`src/hw/rtl/ctc_pkg.sv`:
```
// shared types, constants and helpers of the cosine template classifier
// no dependencies; used by ctc_ctrl, ctc_dp, the top level and the checker
package ctc_pkg;

   // fixed field and accumulator widths
   localparam int ACC_W   = 24;
   localparam int CSR_W   = 9;
   localparam int CLASS_W = 4;
   localparam int TIDX_W  = 4;
   localparam int PIDX_W  = 8;
   localparam int PVAL_W  = 8;

   localparam logic [CSR_W-1:0] PIXELS_IN_USE_RESET = 9'd196;

   // request opcodes
   localparam logic OPC_LOAD  = 1'b0;
   localparam logic OPC_IMAGE = 1'b1;

   // classification step of the datapath; the SQ, L and R steps use its shared multiplier
   typedef enum logic [2:0] {
      OP_NONE,
      OP_SQ,
      OP_L0,
      OP_L1,
      OP_R0,
      OP_R1,
      OP_CMP,
      OP_TAKE
   } cl_op_type;

   // commands from controller to datapath
   typedef struct packed {
      logic      accept;
      logic      mac_rd;
      logic      energy_en;
      logic      cl_init;
      cl_op_type op;
      logic      publish;
   } dp_cmd_type;

   // status from datapath to controller
   typedef struct packed {
      logic in_range;
      logic blank;
      logic pair_zero;
   } dp_status_type;

   // add that sticks at all ones on overflow
   function automatic logic [ACC_W-1:0] sat_add(input logic [ACC_W-1:0] acc,
                                                input logic [ACC_W-1:0] addend);
      logic [ACC_W:0] sum;
      sum = {1'b0, acc} + {1'b0, addend};
      return sum[ACC_W] ? {ACC_W{1'b1}} : sum[ACC_W-1:0];
   endfunction

endpackage

```
`src/hw/rtl/ctc_ctrl.sv`:
```
// controller of the cosine template classifier: handshakes and step sequencing
// depends on ctc_pkg; drives ctc_dp through command and status structs
module ctc_ctrl #(
   parameter int NUM_TEMPLATES = 9
) (
   input  logic                                clock,
   input  logic                                reset,
   input  logic                                req_valid,
   output logic                                req_stall,
   input  logic                                req_opcode,
   input  logic                                req_last_pixel,
   output logic                                rsp_valid,
   input  logic                                rsp_stall,
   input  ctc_pkg::dp_status_type              status,
   output ctc_pkg::dp_cmd_type                 cmd,
   output logic [$clog2(NUM_TEMPLATES+1)-1:0]  tpl_cnt
);

   localparam int CNT_W = $clog2(NUM_TEMPLATES + 1);

   typedef enum logic [3:0] {
      ST_IDLE,
      ST_MAC,
      ST_CHECK,
      ST_SQ,
      ST_TAKE,
      ST_L0,
      ST_L1,
      ST_R0,
      ST_R1,
      ST_CMP,
      ST_FINISH
   } state_type;

   state_type        state_ff, state_in;
   logic [CNT_W-1:0] cnt_ff, cnt_in;
   logic             last_ff, last_in;
   logic             have_ff, have_in;
   logic             rsp_valid_ff, rsp_valid_in;
   logic             accept;
   logic             cnt_end;

   // a word is taken only while nothing is in flight
   assign req_stall = (state_ff != ST_IDLE);
   assign accept    = req_valid && (state_ff == ST_IDLE);
   assign cnt_end   = (cnt_ff == CNT_W'(NUM_TEMPLATES));
   assign tpl_cnt   = cnt_ff;
   assign rsp_valid = rsp_valid_ff;

   // next state and commands
   always_comb begin
      state_in      = state_ff;
      cnt_in        = cnt_ff;
      last_in       = last_ff;
      have_in       = have_ff;
      cmd           = '0;
      cmd.op        = ctc_pkg::OP_NONE;
      cmd.accept    = accept;
      unique case (state_ff)
         ST_IDLE: begin
            if (accept && (req_opcode == ctc_pkg::OPC_IMAGE)) begin
               last_in = req_last_pixel;
               cnt_in  = '0;
               if (status.in_range) begin
                  state_in = ST_MAC;
               end else if (req_last_pixel) begin
                  state_in    = ST_CHECK;
                  cmd.cl_init = 1'b1;
                  have_in     = 1'b0;
               end
            end
         end
         ST_MAC: begin
            // one template read per cycle, accumulated in the cycle after its read
            cmd.mac_rd    = (cnt_ff < CNT_W'(NUM_TEMPLATES));
            cmd.energy_en = (cnt_ff == '0);
            if (cnt_end) begin
               cnt_in = '0;
               if (last_ff) begin
                  state_in    = ST_CHECK;
                  cmd.cl_init = 1'b1;
                  have_in     = 1'b0;
               end else begin
                  state_in = ST_IDLE;
               end
            end else begin
               cnt_in = cnt_ff + 1'b1;
            end
         end
         ST_CHECK: begin
            if (status.blank || cnt_end) begin
               state_in = ST_FINISH;
            end else if (status.pair_zero) begin
               cnt_in = cnt_ff + 1'b1;
            end else begin
               state_in = ST_SQ;
            end
         end
         ST_SQ: begin
            cmd.op   = ctc_pkg::OP_SQ;
            state_in = have_ff ? ST_L0 : ST_TAKE;
         end
         ST_TAKE: begin
            cmd.op   = ctc_pkg::OP_TAKE;
            have_in  = 1'b1;
            cnt_in   = cnt_ff + 1'b1;
            state_in = ST_CHECK;
         end
         ST_L0: begin
            cmd.op   = ctc_pkg::OP_L0;
            state_in = ST_L1;
         end
         ST_L1: begin
            cmd.op   = ctc_pkg::OP_L1;
            state_in = ST_R0;
         end
         ST_R0: begin
            cmd.op   = ctc_pkg::OP_R0;
            state_in = ST_R1;
         end
         ST_R1: begin
            cmd.op   = ctc_pkg::OP_R1;
            state_in = ST_CMP;
         end
         ST_CMP: begin
            cmd.op   = ctc_pkg::OP_CMP;
            cnt_in   = cnt_ff + 1'b1;
            state_in = ST_CHECK;
         end
         ST_FINISH: begin
            // wait for the output register to be free
            if (!rsp_valid_ff || !rsp_stall) begin
               cmd.publish = 1'b1;
               state_in    = ST_IDLE;
            end
         end
         default: begin
            state_in = ST_IDLE;
         end
      endcase
      rsp_valid_in = (rsp_valid_ff && rsp_stall) || cmd.publish;
   end

   // state and registered outputs
   always_ff @(posedge clock) begin
      if (reset) begin
         state_ff     <= ST_IDLE;
         cnt_ff       <= '0;
         last_ff      <= 1'b0;
         have_ff      <= 1'b0;
         rsp_valid_ff <= 1'b0;
      end else begin
         state_ff     <= state_in;
         cnt_ff       <= cnt_in;
         last_ff      <= last_in;
         have_ff      <= have_in;
         rsp_valid_ff <= rsp_valid_in;
      end
   end

endmodule

```
`config.mk`:
```
export PLATFORM = sky130hd
export DESIGN_NAME = ctc_ctrl
export DESIGN_NICKNAME = d
export VERILOG_FILES = /design/src/hw/rtl/ctc_pkg.sv /design/src/hw/rtl/ctc_ctrl.sv
export SDC_FILE = /design/constraint.sdc
export NUM_CORES = 1
export LEC_CHECK = 0
export BUFFER_PORTS_ARGS = -buffer_cell sky130_fd_sc_hd__buf_4
export CAP_MARGIN = 20
export CORE_MARGIN = 1.5
export CORE_UTILIZATION = 40
export DETAILED_ROUTE_END_ITERATION = 6
export PLACE_DENSITY = 0.62
export SYNTH_ARGS = -nofsm -noshare
export SYNTH_HDL_FRONTEND = slang
export SYNTH_SLANG_ARGS = --single-unit
```
`constraint.sdc`:
```
create_clock -name clock -period 3.4 [get_ports clock]
set_input_delay 0 -clock clock [delete_from_list [all_inputs] [get_ports clock]]
set_output_delay 0 -clock clock [all_outputs]
set_load 0.01 [all_outputs]
```
=== Word-level counts from Yosys, hierarchy flattened ===
Index checks and enable logic that the tools add are counted.

* Reductions and logical operators: 18
* Muxes and demuxes: 31
* Order comparisons: 1
* Add/sub/neg operators: 1
* Equality and inequality tests: 21

{| class="wikitable"
|+ Operator list
! operator !! count
|-
| 4-bit 2-to-1 mux || 11
|-
| 4-bit case mux with 10 select lines || 1
|-
| 3-bit case mux with 7 select lines || 1
|-
| 4-bit by 3-bit equality test with 1-bit output (second input constant) || 4
|-
| 4-bit equality test (second input constant) || 4
|-
| 4-bit case mux with 4 select lines || 1
|-
| 2-bit != test (second input constant) || 7
|-
| 1-bit 2-to-1 mux || 13
|-
| 4-bit by 2-bit equality test with 1-bit output (second input constant) || 2
|-
| 4-bit logical NOT || 2
|-
| 4-bit nonzero test || 2
|-
| 3-bit != test (second input constant) || 2
|-
| 6-bit AND reduction || 1
|-
| 5-bit AND reduction || 1
|-
| 4-bit by 1-bit adder with 4-bit output (second input constant) || 1
|-
| 4-bit by 1-bit equality test with 1-bit output (second input constant) || 1
|-
| 4-bit less-than comparator (second input constant) || 1
|-
| 2-bit 2-to-1 mux || 2
|-
| 4-bit AND reduction || 1
|-
| 1-bit logical AND || 3
|-
| 1-bit logical OR || 3
|-
| 1-bit case mux with 3 select lines || 1
|-
| 3-bit nonzero test || 1
|-
| 1-bit logical NOT || 2
|-
| 4 further kinds || 4
|}

* Word-level logic and storage cells: 77
* Output and inout port bits: 14
* Input port bits: 9
* Register bits: 11

=== Longest topological paths before layout ===
Gate-level depths: netlist (run 1).

* Depth in word-level cells: 5
* Mapped depth: 6

=== Least setup slack after synthesis (run 1) ===
OpenSTA, ideal clock, no wires.

* Kind: register -> register
* From: reg state_ff[3]
* To: reg have_ff
* Data required time: 3267 ps
* Clock period less this slack: 1487 ps
* Buffers on the path: 1
* Arrival: 1354 ps
* Stages on the path, launching flop included: 6
* Slack: 1913 ps
* Path through: dfxtp_1 > buf_2 > nor4_2 > nand3_1 > o21ai_1 > nor3_1

* Word-level cells in the longest chain between the ends: 5
* Elaborated cells between the ends (all ways): 13
* Those cells by class: eq/ne (7); mux (1); reduce/logical (5)

{| class="wikitable"
|+ Ends and longest elaborated chain
! element !! line !! RTL
|-
| start, declared || ctc_ctrl.sv:35 || <nowiki>state_type state_ff, state_in;</nowiki>
|-
| start signal, assigned || ctc_ctrl.sv:153 || <nowiki>state_ff <= state_in;</nowiki>
|-
| 4-bit logical NOT || ctc_ctrl.sv:45, ctc_ctrl.sv:59 ||
|-
| 1-bit logical AND || ctc_ctrl.sv:45 || <nowiki>assign accept = req_valid && (state_ff == ST_IDLE);</nowiki>
|-
| 1-bit logical AND || ctc_ctrl.sv:61 || <nowiki>if (accept && (req_opcode == ctc_pkg::OPC_IMAGE)) begin</nowiki>
|-
| 2-bit by 1-bit != test with 1-bit output (no line) || - ||
|-
| 6-bit AND reduction (no line) || - ||
|-
| end signal, assigned || ctc_ctrl.sv:156 || <nowiki>have_ff <= have_in;</nowiki>
|-
| end, declared || ctc_ctrl.sv:38 || <nowiki>logic have_ff, have_in;</nowiki>
|}

Several ways; a longest one is shown, not always the timed one.
A chain may end at the register's enable or synchronous reset.

=== Worst setup path in the final report (run 1) ===
* From: reg state_ff[3]
* To: reg last_ff

* Word-level cells in the longest chain between the ends: 4

{| class="wikitable"
|+ Ends and longest elaborated chain
! element !! line !! RTL
|-
| 4-bit logical NOT (*) || ctc_ctrl.sv:45, ctc_ctrl.sv:59 ||
|-
| 1-bit logical AND || ctc_ctrl.sv:45 ||
|-
| 1-bit logical AND || ctc_ctrl.sv:61 ||
|-
| 2-bit AND reduction (no line) (*) || - ||
|-
| end signal, assigned || ctc_ctrl.sv:155 || <nowiki>last_ff <= last_in;</nowiki>
|-
| end, declared || ctc_ctrl.sv:37 || <nowiki>logic last_ff, last_in;</nowiki>
|}

Mark *: on every way between the ends. The rest lies on a longest branch, timed or not.

==> run summary, run 1 <==
STA
----------------------------------------------------------------------------
Transition at the pin with the smallest max-transition slack          765 ps
Normalized max-slew margin                                             0.489
Sum Neg Setup Slack                                                     0 ps
Worst clock skew                                                     1.23 ps
Final Hold Viols                                                           0
Final setup violation count                                                0
Max Clk Rate                                                       0.444 GHz
Pins over their slew limit                                                 0
Post-layout minimum cycle time                                       2250 ps
Period utilization                                                     0.662
Setup repair after global routing missed its margin                       no

LOGIC SYNTHESIS
----------------------------------------------------------------------------
Adder and majority cell fraction of the synthesized area              0.0519
Synth unique cells                                                        45
EDFF count, synth                                                          0
Area of the mapped netlist                                          963 um^2
Share of cell area taken by muxes after synthesis                     0.0312
Total of flip-flops plus latches after synthesis                          11
Share of synthesized registers carrying an async set or reset              0
Area share of and/or/nand/nor cells after synthesis                    0.286
Synthesized-area fraction occupied by xor and xnor cells              0.0182
Post-Synthesis Mean Instance Area                                  8.31 um^2
Yosys synthesis warning count                                              0
Synthesized netlist cell count                                           116
Main synth FF type                                              sky130_fd_sc_hd__dfxtp_1
Combinational family with the most area after synthesis         compound AO/OA/AOI/OAI gates
Post-Syn Nets                                                            129
Part of the Yosys area used for sequential elements                    0.229
Compound-gate portion of the synthesized area                          0.290

PWR
----------------------------------------------------------------------------
Maximum vdd drop                                                    0.382 mV
Leakage power                                                       0.441 nW
Power share of the sequential group                                    0.327
Switching share of total power                                         0.450
P_sw                                                                  332 uW
Total power divided by cell area                                 636 mW/mm^2
Internal power consumption                                            405 uW
Post-route total power                                                736 uW
Share of power burned in the clock network                             0.136
Share of power burned in combinational logic                           0.538

WORST SETUP PATH
----------------------------------------------------------------------------
Buf+Inv Stages, Crit Path                                                  1
Cells on worst reg2reg path                                                5
Type of element capturing the critical path                         register
Crit path arrival time                                               2420 ps
FF-to-FF End                                                         last_ff
Highest net fanout along the worst path                                   19
Critical path start-end classification                          register to register
Critical-path top delay cell                                    sky130_fd_sc_hd__nor4_2
Req. time, crit path                                                 3570 ps
CP Launch Type                                                      register
Worst path cell trace                                           nor4_2 -> nand3_1 -> mux2i_1 -> nor2_1 -> dlygate4sd3_1
R2R Path Start                                                   state_ff[3]
Worst reg-to-reg setup slack                                         1150 ps
Crit-path leading delay family                                  simple AND/OR/NAND/NOR gates
Maximum cell stage delay along the critical path                      600 ps

GLOBAL ROUTE
----------------------------------------------------------------------------
Overall overflow remaining after global route                              0
Initial antenna violation count                                            0
Via count of the first global-routing pass                               861
Wire length of the first global-routing pass                         3950 um
Pin count of the biggest net entering global routing                      22
Tot GR Track Use                                                       0.196

CLOCK TREE
----------------------------------------------------------------------------
Number of setup buffers added after CTS                                    0
Resized cells post-CTS                                                     0
Latest clock arrival within the worst-skew pair                       280 ps
CTS clk-pin slew, worst paths                                          80 ps
Number of buffers created by CTS                                           3
Cts-stage hold buffer count                                                3
H-tree depth reported by CTS                                               1
CTS Buffer Depth                                                           2
CTS Root Buffer Type                                            sky130_fd_sc_hd__clkbuf_4
Clock sink count                                                          11
CTS tree                                                                 yes

ROUTING
----------------------------------------------------------------------------
DRC violation total after the first TritonRoute iteration                 34
Antenna Nets Post-Route                                                    0
Average wire per standard cell                                       15.2 um
Routed vias                                                              975
Vias per std cell                                                       5.98
DRC viols                                                                  0
Post-detailed-routing wire length                                    2480 um
Number of iterations in the first detailed-routing pass                    4

FINAL LAYOUT
----------------------------------------------------------------------------
Fraction of layout cells with a size suffix above 1                    0.237
Diode count                                                                0
Syn-to-layout area delta                                               20.3%
Layout net count                                                         149
Commonest cells after routing, fill and taps aside              sky130_fd_sc_hd__buf_4 (22), sky130_fd_sc_hd__dfxtp_1 (11), sky130_fd_sc_hd__a21oi_1 (10), sky130_fd_sc_hd__inv_1 (8)
Fill count                                                               234
Most common library cell in the layout ignoring fill and taps   sky130_fd_sc_hd__buf_4

PLACE
----------------------------------------------------------------------------
Gpl congestion                                                         0.824
Count of port buffers added during placement                              22
Final HPWL from detailed placement                                   1720 um

FLOORPLANNING
----------------------------------------------------------------------------
Die extent in x                                                      52.1 um
Area of the die                                                 0.00271 mm^2
Initial core utilization                                               0.431
Vertical extent of the die                                           52.1 um
Num ports                                                                 23
Floorplan row count                                                       17
Core ar.                                                        0.00223 mm^2

HOLD PATH
----------------------------------------------------------------------------
Startpoint of the lowest-slack hold path                           rsp_stall
End point of the worst hold path                                   rsp_valid
Worst min-delay path class                                      primary input to register
Worst Hold Path Cells                                                      3

FLOW RUN
----------------------------------------------------------------------------
Maximum capacitance violations                                             0

OUTCOME
----------------------------------------------------------------------------
Outcome                                                         complete, no violations

==> worst reg2reg max path, cell delays in order (launching register included) <==
cell	delay (ps)
sky130_fd_sc_hd__dfxtp_1	560
sky130_fd_sc_hd__nor4_2	610
sky130_fd_sc_hd__nand3_1	200
sky130_fd_sc_hd__mux2i_1	190
sky130_fd_sc_hd__nor2_1	50
sky130_fd_sc_hd__dlygate4sd3_1	540
==> cell families after synthesis <==
kind of cell	after synthesis
mux	3
xor+xnor	2
simple gates	41
compound gates	37
fa+ha+maj	4
buf+inv	18
flops	11
==> cells in the mapped netlist (all sizes together) (4+ instances only) <==
cell / number / area [um^2]
nor2: 4 / 15.0
nand3: 6 / 30.0
o32ai: 4 / 53.8
inv: 8 / 30.0
ha: 4 / 50.1
nor2b: 4 / 25.0
buf: 8 / 53.8
a21oi: 10 / 50.1
nand2: 6 / 22.5
dfxtp: 11 / 220
o21ai: 6 / 30.0
==> cell type report <==
cell class | count | area, um^2 | share of cell area
inverter | 8 | 30.0 | 0.0259
multi-input combinational | 87 | 652 | 0.563
clock buffer | 4 | 26.3 | 0.0227
tap | 28 | 35.0 | 0.0302
sequential | 11 | 220 | 0.190
timing repair buffer | 25 | 195 | 0.168
==> routing by layer <==
layer | track usage | wire length, um
met1 | 0.268 | 1230
met2 | 0.291 | 1080
met3 | 0.0431 | 142
met4 | 0.0877 | 23
met5 | 0 | 0
==> flip-flops by register name, indices dropped and copies added (netlist names) <==
name       flops
have_ff        1
state_ff       4
last_ff        1
rsp_valid      1
tpl_cnt        4
==> through the flow <==
stage / setup WS, ps / area [um^2] / util / instances / hold WS (ps)
2_1_floorplan: 1910 / 963 / - / 116 / 77.5
3_3_place_gp: 1540 / 1100 / 0.494 / 156 / 264
3_5_place_dp: 1500 / 1100 / 0.494 / 156 / 261
4_1_cts: 1200 / 1160 / 0.519 / 163 / 59.8
5_1_grt: 996 / 1160 / 0.519 / 163 / 74.9
6_report: 1150 / 1160 / 0.519 / 163 / 73.6
==> power by group through the flow <==
| stage | clock network, mW | registers [mW] | logic [mW] |
|---|---|---|---|
| finish | 0.0998 | 0.241 | 0.396 |
| detailed placement | 0 | 0.241 | 0.387 |
| floorplan | 0 | 0.171 | 0.368 |
| global placement | 0 | 0.239 | 0.388 |
| CTS | 0.100 | 0.238 | 0.395 |
| global route | 0.109 | 0.249 | 0.435 |
==> worst max-delay path by stage <==
stage	to	from	depth (start not counted)
2_1_floorplan	have_ff	state_ff[3]	5
3_3_place_gp	tpl_cnt[0]	state_ff[0]	4
3_5_place_dp	tpl_cnt[3]	state_ff[1]	4
4_1_cts	last_ff	state_ff[3]	5
5_1_grt	last_ff	state_ff[3]	5
6_report	last_ff	state_ff[3]	5
Note: power is estimated with default switching activity, not from simulation.
==> inputs of run 2 (changes only) <==
--- a/config.mk
+++ b/config.mk
@@ -10,7 +10,7 @@
 export CORE_MARGIN = 1.5
 export CORE_UTILIZATION = 40
 export DETAILED_ROUTE_END_ITERATION = 6
-export PLACE_DENSITY = 0.62
+export PLACE_DENSITY = 0.65
 export SYNTH_ARGS = -nofsm -noshare
 export SYNTH_HDL_FRONTEND = slang
 export SYNTH_SLANG_ARGS = --single-unit
==> constraint.sdc (replaced) <==
create_clock -name clock -period 2 [get_ports clock]
set_input_delay 0 -clock clock [delete_from_list [all_inputs] [get_ports clock]]
set_output_delay 0 -clock clock [all_outputs]
set_load 0.01 [all_outputs]
==> run 2 against run 1 <==
Critical path depth down 1. Worst setup slack worse by 1000 ps. Final area up 2.5%. Clock skew up 4.3 ps. Global-route usage up 1.7 points. Largest power group unchanged.
==> run summary, run 2 (synthesis results as in run 1) <==
OUTCOME
----------------------------------------------------------------------------
Outcome                                                         complete, no violations   unchanged

CLOCK TREE
----------------------------------------------------------------------------
CTS tree                                                                 yes   unchanged
Number of setup buffers added after CTS                                    0   unchanged
Clock sink count                                                          11   unchanged
CTS clk-pin slew, worst paths                                          80 ps   about the same
CTS Buffer Depth                                                           2   unchanged
Number of buffers created by CTS                                           3   unchanged
CTS Root Buffer Type                                            sky130_fd_sc_hd__clkbuf_4   unchanged
H-tree depth reported by CTS                                               1   unchanged
Latest clock arrival within the worst-skew pair                       270 ps   was 280 ps

STA
----------------------------------------------------------------------------
Post-layout minimum cycle time                                       1860 ps   was 2250 ps
Setup repair after global routing missed its margin                       no   unchanged
Final Hold Viols                                                           0   unchanged
Transition at the pin with the smallest max-transition slack          636 ps   was 765 ps
Smallest setup slack after layout                                     140 ps   was 1150 ps
Final setup violation count                                                0   unchanged
Pins over their slew limit                                                 0   unchanged
Period utilization                                                     0.930   was 0.662
Normalized max-slew margin                                             0.576   was 0.489
Worst clock skew                                                     5.53 ps   was 1.23 ps
Max Clk Rate                                                       0.538 GHz   was 0.444 GHz
Sum Neg Setup Slack                                                     0 ps   unchanged

PWR
----------------------------------------------------------------------------
Leakage power                                                       0.461 nW   was 0.441 nW
Power share of the sequential group                                    0.279   was 0.327
Total power divided by cell area                                1100 mW/mm^2   was 636 mW/mm^2
Share of power burned in the clock network                             0.122   was 0.136
Maximum vdd drop                                                    0.566 mV   was 0.382 mV
Switching share of total power                                         0.439   was 0.450
P_sw                                                                  572 uW   was 332 uW
Share of power burned in combinational logic                           0.599   was 0.538
Internal power consumption                                            730 uW   was 405 uW

ROUTING
----------------------------------------------------------------------------
Routed vias                                                              971   was 975
Vias per std cell                                                       5.85   was 5.98
DRC viols                                                                  0   unchanged
Post-detailed-routing wire length                                    2470 um   was 2480 um
Antenna Nets Post-Route                                                    0   unchanged
Average wire per standard cell                                       14.8 um   was 15.2 um
DRC violation total after the first TritonRoute iteration                 14   was 34
Number of iterations in the first detailed-routing pass                    4   unchanged

WORST SETUP PATH
----------------------------------------------------------------------------
Maximum cell stage delay along the critical path                      700 ps   was 600 ps
Critical-path top delay cell                                    sky130_fd_sc_hd__dfxtp_1   was sky130_fd_sc_hd__nor4_2
Type of element capturing the critical path                         register   unchanged
Crit path arrival time                                               2010 ps   was 2420 ps
Crit-path leading delay family                                    flip-flops   was simple AND/OR/NAND/NOR gates
Req. time, crit path                                                 2150 ps   was 3570 ps
Critical path start-end classification                          register to register   unchanged
Buf+Inv Stages, Crit Path                                                  0   was 1
Highest net fanout along the worst path                                   15   was 19
Worst path cell trace                                           nor4b_2 -> nand4b_1 -> a22oi_1 -> o32ai_1   was nor4_2 -> nand3_1 -> mux2i_1 -> nor2_1 -> dlygate4sd3_1
CP Launch Type                                                      register   unchanged

HOLD PATH
----------------------------------------------------------------------------
Worst min-delay path class                                      primary input to register   unchanged

FLOORPLANNING
----------------------------------------------------------------------------
Vertical extent of the die                                           52.1 um   unchanged
Core ar.                                                        0.00223 mm^2   unchanged
Die extent in x                                                      52.1 um   unchanged
Num ports                                                                 23   unchanged
Floorplan row count                                                       17   unchanged
Area of the die                                                 0.00271 mm^2   unchanged
Initial core utilization                                               0.431   unchanged

GLOBAL ROUTE
----------------------------------------------------------------------------
Initial antenna violation count                                            0   unchanged
Most utilized layer in the global route result                          met2   unchanged
Overall overflow remaining after global route                              0   unchanged
Pin count of the biggest net entering global routing                      19   was 22
Via count of the first global-routing pass                               950   was 861
Fraction of met3 tracks used by global routing                        0.0431   unchanged
Wire length of the first global-routing pass                         4220 um   was 3950 um
Met1 usage in global routing                                           0.248   was 0.268
Tot GR Track Use                                                       0.213   was 0.196
Met2 Usage GRT                                                         0.352   was 0.291

FINAL LAYOUT
----------------------------------------------------------------------------
Commonest cells after routing, fill and taps aside              sky130_fd_sc_hd__buf_4 (26), sky130_fd_sc_hd__dfxtp_1 (11), sky130_fd_sc_hd__a21oi_1 (10), sky130_fd_sc_hd__inv_1 (8)   was sky130_fd_sc_hd__buf_4 (22), sky130_fd_sc_hd__dfxtp_1 (11), sky130_fd_sc_hd__a21oi_1 (10), sky130_fd_sc_hd__inv_1 (8)
Most common library cell in the layout ignoring fill and taps   sky130_fd_sc_hd__buf_4   unchanged
Syn-to-layout area delta                                               23.2%   was 20.3%
Fill count                                                               208   was 234
Post-route cell area                                            0.00119 mm^2   was 0.00116 mm^2
Storage element area                                                220 um^2   unchanged
Area occupied by multi-input gates                                  661 um^2   was 652 um^2
Fraction of layout cells with a size suffix above 1                    0.261   was 0.237
Share of the core filled with cells in the final layout                0.532   was 0.519
Diode count                                                                0   unchanged
Layout net count                                                         152   was 149

PLACE
----------------------------------------------------------------------------
Final HPWL from detailed placement                                   1820 um   was 1720 um
Post-placement setup slack                                            202 ps   was 1500 ps
Count of port buffers added during placement                              22   unchanged
Post-placement cell area                                        0.00113 mm^2   was 0.00110 mm^2
Gpl congestion                                                         0.911   was 0.824

FLOW RUN
----------------------------------------------------------------------------
Maximum capacitance violations                                             0   unchanged

==> run 2: routing by layer <==
| layer | share of wire | vias up |
|---|---|---|
| li1 | - | 486 |
| met1 | 0.45 | 460 |
| met2 | 0.50 | 21 |
| met3 | 0.028 | 4 |
| met4 | 0.021 | 0 |
| met5 | 0 | - |
==> run 2: worst paths after layout <==
kind,startpoint,end,slack (ps),cells past startpoint
max,state_ff[1],tpl_cnt[3],140,4
min,rsp_stall,rsp_valid,60,3
max reg2reg,state_ff[1],tpl_cnt[3],140,4
min reg2reg,tpl_cnt[1],tpl_cnt[1],540,2
==> run 2: stage by stage <==
step / total power, mW / hold slack, ps / std cells
global route: 1.41 / 96.8 / 166
CTS: 1.29 / 67.5 / 166
global placement: 1.11 / 262 / 160
floorplan: 0.915 / 77.5 / 116
finish: 1.30 / 61.7 / 166
detailed placement: 1.12 / 259 / 160
==> run 2: final cells by class <==
class,count,share of cell area
timing repair buffer,28,0.181
multi-input combinational,87,0.556
clock buffer,4,0.0221
inverter,8,0.0253
sequential,11,0.185
tap,28,0.0295
==> run 2: repair_timing <==
action / in CTS / in global routing
hold endpoints to repair: 4 / 0
hold buffers: 2 / 0
setup endpoints to repair: 0 / 1
gates resized for setup: 0 / 1
==> run 2: power groups by stage <==
stage | Clock [mW] | Combinational (mW) | Sequential, mW
after CTS | 0.162 | 0.768 | 0.356
after global routing | 0.181 | 0.855 | 0.375
final | 0.159 | 0.780 | 0.363
after global placement | 0 | 0.751 | 0.358
after floorplan | 0 | 0.625 | 0.290
after detailed placement | 0 | 0.763 | 0.361
==> run 2: worst min-delay path: cells and delay by family <==
kind,cells,cell delay (ps)
AO/OA/AOI/OAI,1,130
buffers and inverters,1,80
AND/OR/NAND/NOR,1,90
==> inputs of run 3 (changes only) <==
--- a/config.mk
+++ b/config.mk
@@ -7,10 +7,12 @@
 export LEC_CHECK = 0
 export BUFFER_PORTS_ARGS = -buffer_cell sky130_fd_sc_hd__buf_4
 export CAP_MARGIN = 20
+export CELL_PAD_IN_SITES_DETAIL_PLACEMENT = 0
+export CELL_PAD_IN_SITES_GLOBAL_PLACEMENT = 1
 export CORE_MARGIN = 1.5
-export CORE_UTILIZATION = 40
+export CORE_UTILIZATION = 35
 export DETAILED_ROUTE_END_ITERATION = 6
-export PLACE_DENSITY = 0.65
+export PLACE_DENSITY = 0.75
 export SYNTH_ARGS = -nofsm -noshare
 export SYNTH_HDL_FRONTEND = slang
 export SYNTH_SLANG_ARGS = --single-unit
==> run 3 against run 2 <==
Clock power fell by 5%. Non-clock buffer count rose by 2. Routed wire length fell by 0.65%. Fmax rose by 5.9%. Die area rose by 13%. Final cell count rose by 2.4%. Combinational power rose by 6.8%.
==> run summary, run 3 (synthesis results as in run 1) <==
STA
----------------------------------------------------------------------------
Worst clock skew                                                     9.46 ps   was 5.53 ps
Transition at the pin with the smallest max-transition slack          516 ps   was 636 ps
Sum Neg Setup Slack                                                     0 ps   unchanged
Setup repair after global routing missed its margin                       no   unchanged
Final Hold Viols                                                           0   unchanged
Normalized max-slew margin                                             0.655   was 0.576
Max Clk Rate                                                       0.569 GHz   was 0.538 GHz
Post-layout minimum cycle time                                       1760 ps   was 1860 ps
Pins over their slew limit                                                 0   unchanged
Period utilization                                                     0.878   was 0.930
Final setup violation count                                                0   unchanged

ROUTING
----------------------------------------------------------------------------
Vias per std cell                                                       5.79   was 5.85
DRC viols                                                                  0   unchanged
Average wire per standard cell                                       14.4 um   was 14.8 um
DRC violation total after the first TritonRoute iteration                 23   was 14
Antenna Nets Post-Route                                                    0   unchanged
Number of iterations in the first detailed-routing pass                    4   unchanged
Post-detailed-routing wire length                                    2450 um   was 2470 um
Routed vias                                                              984   was 971

PLACE
----------------------------------------------------------------------------
Gpl congestion                                                         0.840   was 0.911
Count of port buffers added during placement                              22   unchanged
Final HPWL from detailed placement                                   1890 um   was 1820 um
Post-placement cell area                                        0.00115 mm^2   was 0.00113 mm^2

FINAL LAYOUT
----------------------------------------------------------------------------
Post-route cell area                                            0.00121 mm^2   was 0.00119 mm^2
Diode count                                                                0   unchanged
Most common library cell in the layout ignoring fill and taps   sky130_fd_sc_hd__buf_4   unchanged
Fill count                                                               258   was 208
Commonest cells after routing, fill and taps aside              sky130_fd_sc_hd__buf_4 (28), sky130_fd_sc_hd__dfxtp_1 (11), sky130_fd_sc_hd__a21oi_1 (10), sky130_fd_sc_hd__inv_1 (8)   was sky130_fd_sc_hd__buf_4 (26), sky130_fd_sc_hd__dfxtp_1 (11), sky130_fd_sc_hd__a21oi_1 (10), sky130_fd_sc_hd__inv_1 (8)
Syn-to-layout area delta                                               25.2%   was 23.2%
Fraction of layout cells with a size suffix above 1                    0.279   was 0.261
Layout net count                                                         154   was 152

FLOORPLANNING
----------------------------------------------------------------------------
Die extent in x                                                      55.5 um   was 52.1 um
Initial core utilization                                               0.379   was 0.431
Vertical extent of the die                                           55.5 um   was 52.1 um
Floorplan row count                                                       18   was 17
Core ar.                                                        0.00254 mm^2   was 0.00223 mm^2
Area of the die                                                 0.00308 mm^2   was 0.00271 mm^2
Num ports                                                                 23   unchanged

WORST SETUP PATH
----------------------------------------------------------------------------
Highest net fanout along the worst path                                   11   was 15
Critical path start-end classification                          register to primary output   was register to register
Req. time, crit path                                                 2000 ps   was 2150 ps
CP Launch Type                                                      register   unchanged
Crit path arrival time                                               1760 ps   was 2010 ps
Type of element capturing the critical path                     primary output   was register

CLOCK TREE
----------------------------------------------------------------------------
CTS Buffer Depth                                                           2   unchanged
Number of buffers created by CTS                                           3   unchanged
CTS Root Buffer Type                                            sky130_fd_sc_hd__clkbuf_4   unchanged
CTS clk-pin slew, worst paths                                          60 ps   was 80 ps
H-tree depth reported by CTS                                               1   unchanged
CTS tree                                                                 yes   unchanged
Clock sink count                                                          11   unchanged
Latest clock arrival within the worst-skew pair                       270 ps   about the same
Number of setup buffers added after CTS                                    0   unchanged

PWR
----------------------------------------------------------------------------
Total power divided by cell area                                1090 mW/mm^2   was 1100 mW/mm^2
Leakage power                                                       0.474 nW   was 0.461 nW
Maximum vdd drop                                                    0.691 mV   was 0.566 mV

FLOW RUN
----------------------------------------------------------------------------
Maximum capacitance violations                                             0   unchanged

HOLD PATH
----------------------------------------------------------------------------
Worst min-delay path class                                      primary input to register   unchanged

GLOBAL ROUTE
----------------------------------------------------------------------------
Pin count of the biggest net entering global routing                      15   was 19
Via count of the first global-routing pass                               851   was 950
Tot GR Track Use                                                       0.166   was 0.213
Initial antenna violation count                                            0   unchanged
Wire length of the first global-routing pass                         4040 um   was 4220 um
Overall overflow remaining after global route                              0   unchanged

OUTCOME
----------------------------------------------------------------------------
Outcome                                                         complete, no violations   unchanged

[run 3: cell types whose count changed in the layout (fill, tap and decap cells not counted)]
cell,delta
sky130_fd_sc_hd__buf_4,+2
sky130_fd_sc_hd__clkbuf_1,-1
sky130_fd_sc_hd__clkinv_2,+1
[run 3: cell type report]
| type | count | area (um^2) | share of cell area |
|---|---|---|---|
| repair buffers | 30 | 230 | 0.191 |
| multi-input cells | 87 | 661 | 0.548 |
| clock buffers | 3 | 22.5 | 0.0187 |
| flip-flops and latches | 11 | 220 | 0.183 |
| well taps | 30 | 37.5 | 0.0311 |
| clock inverters | 1 | 5.00 | 0.00415 |
| inverters | 8 | 30.0 | 0.0249 |
[run 3: critical path, stage by stage (launching register included)]
cell,delay [ps]
sky130_fd_sc_hd__dfxtp_1,400
sky130_fd_sc_hd__buf_4,230
sky130_fd_sc_hd__nor4_4,320
sky130_fd_sc_hd__nand3_1,180
sky130_fd_sc_hd__o21ai_1,210
sky130_fd_sc_hd__buf_4,150
[run 3: power by group]
group	total, mW	switching [mW]	internal [mW]
sequential	0.333	0.0747	0.259
combinational	0.833	0.425	0.408
clock	0.151	0.0769	0.0741
total	1.32	0.576	0.741
[run 3: through the flow]
step / power [mW] / hold WS [ps] / setup WS (ps) / util / std cells
after CTS: 1.30 / 46.3 / 104 / 0.471 / 170
after global routing: 1.42 / 51.2 / 87.8 / 0.474 / 170
after floorplan: 0.915 / 77.5 / 513 / - / 116
after detailed placement: 1.14 / 268 / 334 / 0.452 / 164
after global placement: 1.13 / 268 / 327 / 0.452 / 164
final: 1.32 / 53.8 / 244 / 0.474 / 170
[run 3: worst paths after layout]
check	to	startpoint	slack, ps	cells past startpoint
worst min register to register	tpl_cnt[1]	tpl_cnt[1]	550	2
worst max-delay path	cmd[4]	state_ff[1]	240	5
worst min-delay path	rsp_valid	rsp_stall	50	3
worst max register to register	state_ff[0]	tpl_cnt[0]	260	5
[run 3: timing repair]
item,4_1_cts,5_1_grt
hold endpoints to repair,4,0
setup endpoints to repair,0,1
gates resized for setup,0,1
hold buffers,2,0
[run 3: per-layer routing]
metal | up-vias | global-route usage | routed length (um)
met2 | 21 | 0.269 | 1270
met3 | 2 | 0.0539 | 134
met1 | 470 | 0.215 | 1030
met5 | - | 0 | 0
li1 | 491 | - | -
met4 | 0 | 0.0314 | 14
